## config.mk

```make
export PLATFORM = sky130hd
export DESIGN_NAME = drop_oldest_frame_queue_unit
export DESIGN_NICKNAME = d
export VERILOG_FILES = /design/src/rtl/dofq_pkg.sv /design/src/rtl/dofq_ram.sv /design/src/rtl/dofq_regs.sv /design/src/rtl/dofq_ctrl.sv /design/src/rtl/dofq_datapath.sv /design/src/rtl/drop_oldest_frame_queue_unit.sv
export SDC_FILE = /design/constraint.sdc
export NUM_CORES = 2
export LEC_CHECK = 0
export ABC_AREA = 0
export BUFFER_PORTS_ARGS = -buffer_cell sky130_fd_sc_hd__buf_2
export CAP_MARGIN = 5
export CORE_MARGIN = 2
export CORE_UTILIZATION = 35
export DETAILED_ROUTE_END_ITERATION = 16
export GPL_TIMING_DRIVEN = 0
export PLACE_DENSITY = 0.59
export SLEW_MARGIN = 20
export SYNTH_ARGS = -nofsm -noshare
export SYNTH_HDL_FRONTEND = slang
export SYNTH_HIERARCHICAL = 1
export SYNTH_SLANG_ARGS = --single-unit
```

## constraint.sdc

```tcl
create_clock -name clk_i -period 5.06 [get_ports clk_i]
set_clock_uncertainty 0.1 [all_clocks]
set_input_delay 0.253 -clock clk_i [delete_from_list [all_inputs] [get_ports clk_i]]
set_output_delay 0.253 -clock clk_i [all_outputs]
set_load 0.01 [all_outputs]
```

## src/rtl/dofq_pkg.sv

```systemverilog
`timescale 1ns / 1ps
// shared types and constants for the drop-oldest frame queue
// no dependencies

package dofq_pkg;

  localparam int unsigned DEPTH_DEF = 64;

  localparam logic [6:0]  MAX_ITEMS_RST = 7'd64;
  localparam logic [31:0] MAX_BYTES_RST = 32'd8388608;

  localparam int unsigned LEN_W   = 20;
  localparam int unsigned ID_W    = 32;
  localparam int unsigned BYTES_W = 32;
  localparam int unsigned OUT_N_W = 7;
  localparam int unsigned IN_TDATA_W  = 72;
  localparam int unsigned OUT_TDATA_W = 136;

  typedef enum logic [1:0] {
    ST_OK        = 2'd0,
    ST_EMPTY     = 2'd1,
    ST_NOT_FOUND = 2'd2,
    ST_TOO_SMALL = 2'd3
  } status_e;

  typedef enum logic {
    CMD_PUSH = 1'b0,
    CMD_GET  = 1'b1
  } command_e;

  typedef enum logic {
    REG_MAX_ITEMS = 1'b0,
    REG_MAX_BYTES = 1'b1
  } reg_index_e;

  typedef struct packed {
    logic load_in;
    logic drop_read;
    logic drop_apply;
    logic append;
    logic get_eval;
    logic get_finish;
    logic out_load;
  } cmd_t;

  typedef struct packed {
    logic in_is_get;
    logic need_drop;
    logic get_miss;
    logic out_free;
  } sts_t;

endpackage

```

## src/rtl/dofq_ram.sv

```systemverilog
`timescale 1ns / 1ps
// generic single write, single read ram with registered read data
// no dependencies

module dofq_ram #(
  parameter int unsigned WIDTH = 20,
  parameter int unsigned DEPTH = 64
) (
  input  logic                     clk_i,
  input  logic                     we_i,
  input  logic [$clog2(DEPTH)-1:0] waddr_i,
  input  logic [WIDTH-1:0]         wdata_i,
  input  logic                     re_i,
  input  logic [$clog2(DEPTH)-1:0] raddr_i,
  output logic [WIDTH-1:0]         rdata_o
);

  logic [WIDTH-1:0] mem [DEPTH];
  logic [WIDTH-1:0] rdata_q;

  always_ff @(posedge clk_i) begin
    if (we_i) begin
      mem[waddr_i] <= wdata_i;
    end
    if (re_i) begin
      rdata_q <= mem[raddr_i];
    end
  end

  assign rdata_o = rdata_q;

endmodule

```

## src/rtl/dofq_regs.sv

```systemverilog
`timescale 1ns / 1ps
// apb configuration registers: item limit and byte limit
// depends on dofq_pkg

module dofq_regs
  import dofq_pkg::*;
(
  input  logic        clk_i,
  input  logic        rst_ni,
  input  logic        psel,
  input  logic        penable,
  input  logic        pwrite,
  input  logic [2:0]  paddr,
  input  logic [31:0] pwdata,
  output logic [31:0] prdata,
  output logic        pready,
  output logic [6:0]  max_items_o,
  output logic [31:0] max_bytes_o
);

  logic [6:0]  max_items_q;
  logic [31:0] max_bytes_q;
  logic        wr_en;
  reg_index_e  reg_sel;

  assign pready  = 1'b1;
  assign wr_en   = psel & penable & pwrite & pready;
  assign reg_sel = reg_index_e'(paddr[2]);

  always_ff @(posedge clk_i or negedge rst_ni) begin
    if (!rst_ni) begin
      max_items_q <= MAX_ITEMS_RST;
      max_bytes_q <= MAX_BYTES_RST;
    end else if (wr_en) begin
      unique case (reg_sel)
        REG_MAX_ITEMS: max_items_q <= pwdata[6:0];
        REG_MAX_BYTES: max_bytes_q <= pwdata;
        default: ;
      endcase
    end
  end

  always_comb begin
    unique case (reg_sel)
      REG_MAX_ITEMS: prdata = {25'd0, max_items_q};
      REG_MAX_BYTES: prdata = max_bytes_q;
      default:       prdata = '0;
    endcase
  end

  assign max_items_o = max_items_q;
  assign max_bytes_o = max_bytes_q;

endmodule

```

## src/rtl/dofq_ctrl.sv

```systemverilog
`timescale 1ns / 1ps
// sequencer for push (drop loop, append) and get (lookup, ring read)
// depends on dofq_pkg

module dofq_ctrl
  import dofq_pkg::*;
(
  input  logic clk_i,
  input  logic rst_ni,
  input  logic in_valid_i,
  output logic in_ready_o,
  input  sts_t sts_i,
  output cmd_t cmd_o
);

  typedef enum logic [2:0] {
    S_IDLE,
    S_CHECK,
    S_DROP,
    S_LOOKUP,
    S_GET_RD,
    S_RESULT
  } state_e;

  state_e state_q;

  always_ff @(posedge clk_i or negedge rst_ni) begin
    if (!rst_ni) begin
      state_q <= S_IDLE;
    end else begin
      unique case (state_q)
        S_IDLE: begin
          if (in_valid_i) begin
            state_q <= sts_i.in_is_get ? S_LOOKUP : S_CHECK;
          end
        end
        S_CHECK: begin
          state_q <= sts_i.need_drop ? S_DROP : S_RESULT;
        end
        S_DROP: begin
          state_q <= S_CHECK;
        end
        S_LOOKUP: begin
          state_q <= sts_i.get_miss ? S_RESULT : S_GET_RD;
        end
        S_GET_RD: begin
          state_q <= S_RESULT;
        end
        S_RESULT: begin
          if (sts_i.out_free) begin
            state_q <= S_IDLE;
          end
        end
        default: state_q <= S_IDLE;
      endcase
    end
  end

  assign in_ready_o = (state_q == S_IDLE);

  always_comb begin
    cmd_o            = '0;
    cmd_o.load_in    = (state_q == S_IDLE) && in_valid_i;
    cmd_o.drop_read  = (state_q == S_CHECK) && sts_i.need_drop;
    cmd_o.append     = (state_q == S_CHECK) && !sts_i.need_drop;
    cmd_o.drop_apply = (state_q == S_DROP);
    cmd_o.get_eval   = (state_q == S_LOOKUP);
    cmd_o.get_finish = (state_q == S_GET_RD);
    cmd_o.out_load   = (state_q == S_RESULT) && sts_i.out_free;
  end

endmodule

```

## src/rtl/dofq_datapath.sv

```systemverilog
`timescale 1ns / 1ps
// queue state, ring addressing, result fields and output register
// depends on dofq_pkg and dofq_ram

module dofq_datapath
  import dofq_pkg::*;
#(
  parameter int unsigned DEPTH = DEPTH_DEF
) (
  input  logic                   clk_i,
  input  logic                   rst_ni,
  input  logic [IN_TDATA_W-1:0]  in_tdata_i,
  input  logic                   in_tuser_i,
  input  logic [6:0]             max_items_i,
  input  logic [31:0]            max_bytes_i,
  input  cmd_t                   cmd_i,
  output sts_t                   sts_o,
  output logic                   out_tvalid_o,
  input  logic                   out_tready_i,
  output logic [OUT_TDATA_W-1:0] out_tdata_o,
  output logic [1:0]             out_tuser_o
);

  localparam int unsigned AW = (DEPTH > 1) ? $clog2(DEPTH) : 1;
  localparam int unsigned CW = $clog2(DEPTH + 1);
  localparam int unsigned LW = (CW > OUT_N_W) ? CW : OUT_N_W;
  localparam int unsigned SW = CW + 1;

  logic [AW-1:0]      head_q;
  logic [ID_W-1:0]    oldest_q, next_q;
  logic [CW-1:0]      count_q;
  logic [BYTES_W-1:0] bytes_q;

  logic [LEN_W-1:0]   len_q, blim_q;
  logic [ID_W-1:0]    fid_q;

  status_e            status_q;
  logic [ID_W-1:0]    assigned_q;
  logic [LEN_W-1:0]   found_q;
  logic [CW-1:0]      dropped_q;

  logic                   out_valid_q;
  logic [OUT_TDATA_W-1:0] out_data_q;
  logic [1:0]             out_user_q;

  logic [LW-1:0]      lim, count_ext, dropped_ext;
  logic [ID_W-1:0]    off;
  logic               miss, empty;
  logic [SW-1:0]      head_plus_one, tail_sum, look_sum;
  logic [AW-1:0]      head_next, tail_pos, look_pos;
  logic [LEN_W-1:0]   rdata;
  logic               re;
  logic [AW-1:0]      raddr;

  // item limit clamped to 1 .. DEPTH
  always_comb begin
    lim = LW'(max_items_i);
    if (lim == '0) begin
      lim = LW'(1);
    end
    if (lim > LW'(DEPTH)) begin
      lim = LW'(DEPTH);
    end
  end

  assign count_ext   = LW'(count_q);
  assign dropped_ext = LW'(dropped_q);
  assign empty       = (count_q == '0);

  assign off  = fid_q - oldest_q;
  assign miss = empty || (off >= ID_W'(count_q));

  // ring position arithmetic
  always_comb begin
    head_plus_one = SW'(head_q) + SW'(1);
    if (head_plus_one >= SW'(DEPTH)) begin
      head_plus_one = head_plus_one - SW'(DEPTH);
    end
    tail_sum = SW'(head_q) + SW'(count_q);
    if (tail_sum >= SW'(DEPTH)) begin
      tail_sum = tail_sum - SW'(DEPTH);
    end
    look_sum = SW'(head_q) + SW'(off[CW-1:0]);
    if (look_sum >= SW'(DEPTH)) begin
      look_sum = look_sum - SW'(DEPTH);
    end
  end

  assign head_next = head_plus_one[AW-1:0];
  assign tail_pos  = tail_sum[AW-1:0];
  assign look_pos  = look_sum[AW-1:0];

  assign re    = cmd_i.drop_read | cmd_i.get_eval;
  assign raddr = cmd_i.get_eval ? look_pos : head_q;

  dofq_ram #(
    .WIDTH (LEN_W),
    .DEPTH (DEPTH)
  ) u_ring (
    .clk_i   (clk_i),
    .we_i    (cmd_i.append),
    .waddr_i (tail_pos),
    .wdata_i (len_q),
    .re_i    (re),
    .raddr_i (raddr),
    .rdata_o (rdata)
  );

  always_ff @(posedge clk_i or negedge rst_ni) begin
    if (!rst_ni) begin
      head_q   <= '0;
      oldest_q <= '0;
      next_q   <= '0;
      count_q  <= '0;
      bytes_q  <= '0;
    end else if (cmd_i.drop_apply) begin
      bytes_q  <= bytes_q - BYTES_W'(rdata);
      head_q   <= head_next;
      oldest_q <= oldest_q + ID_W'(1);
      count_q  <= count_q - CW'(1);
    end else if (cmd_i.append) begin
      next_q  <= next_q + ID_W'(1);
      count_q <= count_q + CW'(1);
      bytes_q <= bytes_q + BYTES_W'(len_q);
    end
  end

  always_ff @(posedge clk_i) begin
    if (cmd_i.load_in) begin
      len_q      <= in_tdata_i[19:0];
      fid_q      <= in_tdata_i[51:20];
      blim_q     <= in_tdata_i[71:52];
      status_q   <= ST_OK;
      assigned_q <= '0;
      found_q    <= '0;
      dropped_q  <= '0;
    end
    if (cmd_i.drop_apply) begin
      dropped_q <= dropped_q + CW'(1);
    end
    if (cmd_i.append) begin
      assigned_q <= next_q;
    end
    if (cmd_i.get_eval) begin
      if (empty) begin
        status_q <= ST_EMPTY;
      end else if (miss) begin
        status_q <= ST_NOT_FOUND;
      end
    end
    if (cmd_i.get_finish) begin
      if (blim_q < rdata) begin
        status_q <= ST_TOO_SMALL;
      end else begin
        found_q <= rdata;
      end
    end
    if (cmd_i.out_load) begin
      out_user_q <= status_q;
      out_data_q <= {6'd0, bytes_q, oldest_q, count_ext[6:0], dropped_ext[6:0],
                     found_q, assigned_q};
    end
  end

  always_ff @(posedge clk_i or negedge rst_ni) begin
    if (!rst_ni) begin
      out_valid_q <= 1'b0;
    end else if (cmd_i.out_load) begin
      out_valid_q <= 1'b1;
    end else if (out_tready_i) begin
      out_valid_q <= 1'b0;
    end
  end

  assign sts_o.in_is_get = (command_e'(in_tuser_i) == CMD_GET);
  assign sts_o.need_drop = !empty && ((bytes_q >= max_bytes_i) || (count_ext >= lim));
  assign sts_o.get_miss  = miss;
  assign sts_o.out_free  = !out_valid_q || out_tready_i;

  assign out_tvalid_o = out_valid_q;
  assign out_tdata_o  = out_data_q;
  assign out_tuser_o  = out_user_q;

endmodule

```

## src/rtl/drop_oldest_frame_queue_unit.sv

```systemverilog
`timescale 1ns / 1ps
// top level of the drop-oldest frame queue descriptor manager
// depends on dofq_pkg, dofq_regs, dofq_ctrl, dofq_datapath (and dofq_ram)
//
//   channel   dir   handshake               payload
//   s_axis    in    s_axis_tvalid/tready    tdata: length, id, buffer limit; tuser: command
//   m_axis    out   m_axis_tvalid/tready    tdata: result fields; tuser: status
//   apb       in    psel/penable, pready=1  max_items @0, max_bytes @4
//
// a push steps through accept, check and append, and result, plus a check and a drop per dropped frame
// a get steps through accept, lookup and ring read, compare, and result,
// skipping the compare when the queue is empty or the id is not held
// the ring has one read port, which shapes both sequences
// after reset the queue is empty and ready at once; ring contents are undefined
// a stalled result waits in the output register; the next item is taken after it loads

module drop_oldest_frame_queue_unit
  import dofq_pkg::*;
#(
  parameter int unsigned DEPTH = DEPTH_DEF
) (
  input  logic                   clk_i,
  input  logic                   rst_ni,
  input  logic                   s_axis_tvalid,
  output logic                   s_axis_tready,
  // frame_length[19:0], frame_id[51:20], buffer_limit[71:52]
  input  logic [IN_TDATA_W-1:0]  s_axis_tdata,
  // command[0]
  input  logic                   s_axis_tuser,
  output logic                   m_axis_tvalid,
  input  logic                   m_axis_tready,
  // assigned_id[31:0], found_length[51:32], dropped[58:52], item_count[65:59],
  // oldest_id[97:66], total_bytes[129:98], zero[135:130]
  output logic [OUT_TDATA_W-1:0] m_axis_tdata,
  // status[1:0]
  output logic [1:0]             m_axis_tuser,
  input  logic                   psel,
  input  logic                   penable,
  input  logic                   pwrite,
  input  logic [2:0]             paddr,
  input  logic [31:0]            pwdata,
  output logic [31:0]            prdata,
  output logic                   pready
);

  logic [6:0]  max_items;
  logic [31:0] max_bytes;
  cmd_t        cmd;
  sts_t        sts;

  dofq_regs u_regs (
    .clk_i       (clk_i),
    .rst_ni      (rst_ni),
    .psel        (psel),
    .penable     (penable),
    .pwrite      (pwrite),
    .paddr       (paddr),
    .pwdata      (pwdata),
    .prdata      (prdata),
    .pready      (pready),
    .max_items_o (max_items),
    .max_bytes_o (max_bytes)
  );

  dofq_ctrl u_ctrl (
    .clk_i      (clk_i),
    .rst_ni     (rst_ni),
    .in_valid_i (s_axis_tvalid),
    .in_ready_o (s_axis_tready),
    .sts_i      (sts),
    .cmd_o      (cmd)
  );

  dofq_datapath #(
    .DEPTH (DEPTH)
  ) u_datapath (
    .clk_i        (clk_i),
    .rst_ni       (rst_ni),
    .in_tdata_i   (s_axis_tdata),
    .in_tuser_i   (s_axis_tuser),
    .max_items_i  (max_items),
    .max_bytes_i  (max_bytes),
    .cmd_i        (cmd),
    .sts_o        (sts),
    .out_tvalid_o (m_axis_tvalid),
    .out_tready_i (m_axis_tready),
    .out_tdata_o  (m_axis_tdata),
    .out_tuser_o  (m_axis_tuser)
  );

endmodule
```

==> reports/results.txt <==
outcome - complete, no violations
Hold Path Class - in2reg
first-pass GRT wire length - 296000 µm
Peak VDD IR - 0.3182 mV
crit-path max FO - 10
R2R cell count - 14
vias in the first global route - 41250
routed via count - 42140
Leak - 30.66 nW
setup ws final - 0.05992 ns
Placer Congestion - 0.8775
Pwr Total - 49.99 mW
root buf cell - clkbuf_16
Tcrit/Tclk final - 98.82%
post-layout min period - 5.000 ns
CP startpoint - u_datapath/fid_q[0]$_DFFE_PP_
r2r startpoint - u_datapath/fid_q[0]$_DFFE_PP_
R2R Setup Slk - 0.06 ns
Cells after DPL - 7291
max-slew violation count - 0
Tot GR Track Use - 19.47%
io pins - 288
DRT Pass-1 Iters - 5
Setup Viol. Count Final - 0
largest area contributor in the netlist - edfxtp_1
Starting Density - 35.12%
Setup TNS - 0 ns
# fillers - 17750
post-route cell area - 0.08796 mm²
Avg Inst Size Synth - 17.10 µm²
DRC - 0
vias per cell - 5.372
Buffers on Ports - 276
async set-reset flop share out of synthesis - 8.853%
Cells after Synth - 4194
setup slack at placement - -1.323 ns
Ys Warns - 6
final WL - 206300 µm
Least-Margin Pin Slew - 1.020 ns
RR Endpoint - u_datapath/u_ring/rdata_o[0]$_DFFE_PP_
Die H - 456.6 µm
Max H-tree Level - 4
endpoint class of the critical path - flip-flop
CTS tree - built
Reg clk slew, reported paths - 0.06 ns
Post-synth top flop - edfxtp_1
antenna violations before repair - 7
met1 usage - 26.92%
share of layout cells above drive strength 1 - 26.72%
gr busiest metal - met2
largest cells by area after synthesis - edfxtp_1, mux4_2, dfrtp_1, mux2i_1, ha_1
GR Util met3 - 3.170%
CP Data Required Time - 5.51 ns
Seq cells post-synth - 1717
Cell Rows - 166
CTS buffer count - 180
Final Hold Vio Count - 0
Nets - 5268
Detail Placement HPWL - 145300 µm
Worst Path Arrival - 5.45 ns
Post-DP Area - 0.07950 mm²
Synth top area share - 64.61%
Netlist cell types - 93
crit path kind - reg2reg
Finished Layout Cells - 7844
WL/cell - 26.31 µm
post-route ant nets - 0
synthesized area - 0.07171 mm²
gr ovfl total - 0
Max transition margin - 31.77%
power per cell area - 568.3 mW/mm²
commonest cells after routing, fill and taps aside - edfxtp_1, buf_2, mux4_2
fmax - 200.0 MHz
max-cap check violation count - 0
die area - 0.2085 mm²
Die Width - 456.6 µm
largest net degree at the start of global routing - 83
Area Overhead vs Synth - 22.66%
critical path launch point type - flip-flop
commonest non-fill, non-tap cell in the layout - edfxtp_1
core area - 0.2042 mm²
Initial DRC Count - 4814
Sink Count - 1717
sequential share of the synthesized area - 70.53%
Post-synth EDFFs - 1543
grt met2 use - 31.75%
worst setup path endpoint - u_datapath/u_ring/rdata_o[0]$_DFFE_PP_
Clock Latency Late Sink - 0.84 ns
maximum clock path buffer count - 3
==> layout make-up <==
cell class	count	area, µm²	share of cell area, %
timing repair buffer	621	6038	6.864
buffer	196	1154	1.311
clock inverter	106	864.6	0.9829
clock buffer	228	4767	5.419
inverter	134	503.0	0.5718
sequential	1717	50590	57.51
multi-input combinational	2151	20680	23.51
tap	2688	3363	3.823
antenna	3	7.507	0.008534
==> routing by layer <==
layer	part of all wire, %	routed length (µm)
met1	42	87520
met2	48	98900
met3	7.0	14480
met4	2.6	5431
met5	0	0
==> worst min-delay path by stage <==
stage / to / slack, ns / start / cells past startpoint
after floorplan: u_ctrl/state_q[0]$_DFFE_PN0P_ / -0.14 / rst_ni / 0
after global placement: u_datapath/out_tdata_o[16]$_DFFE_PP_ / 0.30 / u_datapath/assigned_q[16]$_SDFFCE_PN0P_ / 0
after detailed placement: u_regs/max_items_o[3]$_DFFE_PN0P_ / 0.19 / rst_ni / 1
after CTS: u_datapath/fid_q[28]$_DFFE_PP_ / 0.004 / s_axis_tdata[48] / 2
after global routing: u_datapath/fid_q[9]$_DFFE_PP_ / 0.02 / s_axis_tdata[29] / 2
final: u_regs/max_bytes_o[20]$_DFFE_PN0P_ / 0.03 / psel / 4
==> cells in the mapped netlist (27+ instances only) <==
cell and count:
ha_1 147, nor3_1 45, xor2_1 41, nand4_1 34
mux2_2 27, a22oi_1 67, dfrtp_1 150, a21oi_1 101
mux2_4 30, o22ai_1 57, a31oi_1 43, mux4_2 264
edfxtp_1 1543, o21ai_0 143, buf_4 35, nand3_1 56
clkbuf_1 83, and2_1 74, nand3b_1 30, mux2i_1 188
a21o_1 53, nand2b_1 29, and3_1 34, inv_1 133
xnor2_1 96, nand2_1 150, nor2_1 162, buf_2 62
==> where the power goes <==
| group | internal [mW] | switching, mW |
|---|---|---|
| Sequential | 17.3 | 0.953 |
| Combinational | 7.33 | 11.8 |
| Clock | 6.89 | 5.66 |
| Total | 31.5 | 18.4 |
==> cells by family (layout without fill, tap and decap cells) <==
logic type / after synthesis / in the layout / synth area share, %
xor+xnor: 138 / 138 / 1.696
other cells: 2 / 10 / 0.01047
buf+inv: 336 / 1285 / 2.212
mux: 509 / 509 / 11.97
flops: 1717 / 1717 / 70.53
simple gates: 713 / 718 / 5.163
fa+ha+maj: 152 / 152 / 2.704
compound gates: 627 / 627 / 5.712
==> sequential cells by signal, indices dropped and copies added (netlist names), 32 cells and up <==
name / flops
u_datapath/fid_q: 32
u_datapath/u_ring/mem: 1280
u_datapath/next_q: 32
u_datapath/bytes_q: 32
u_regs/max_bytes_o: 32
u_datapath/oldest_q: 32
u_datapath/assigned_q: 32
u_datapath/out_tdata_o: 130
==> per-stage QoR <==
step / utilization, % / hold slack, ns
2_1_floorplan: - / -0.1426
3_3_place_gp: 37.46 / 0.3004
3_5_place_dp: 38.94 / 0.1869
4_1_cts: 42.81 / 0.004235
5_1_grt: 43.08 / 0.01692
6_report: 43.08 / 0.03455
==> repair_timing <==
item | CTS | global route
hold buffers | 157 | 0
buffers inserted | 24 | 36
endpoints found under the setup margin | 1190 | 743
gates cloned | 5 | 0
hold endpoints to repair | 299 | 0
pin swaps | 21 | 43
gates resized for setup | 126 | 68
==> worst max-delay path: stages (launching register included) <==
cell and delay, ns:
edfxtp_1 0.40, inv_2 0.11, ha_4 0.14, fa_2 0.43, inv_1 0.17, ha_1 0.26
a21o_1 0.15, a21oi_1 0.22, xnor2_1 0.14, mux2_2 0.49, clkbuf_2 0.44, clkbuf_2 0.56
mux4_2 0.38, o22ai_1 0.12, nor3_1 0.55
Power figures use the tool's default switching activity.
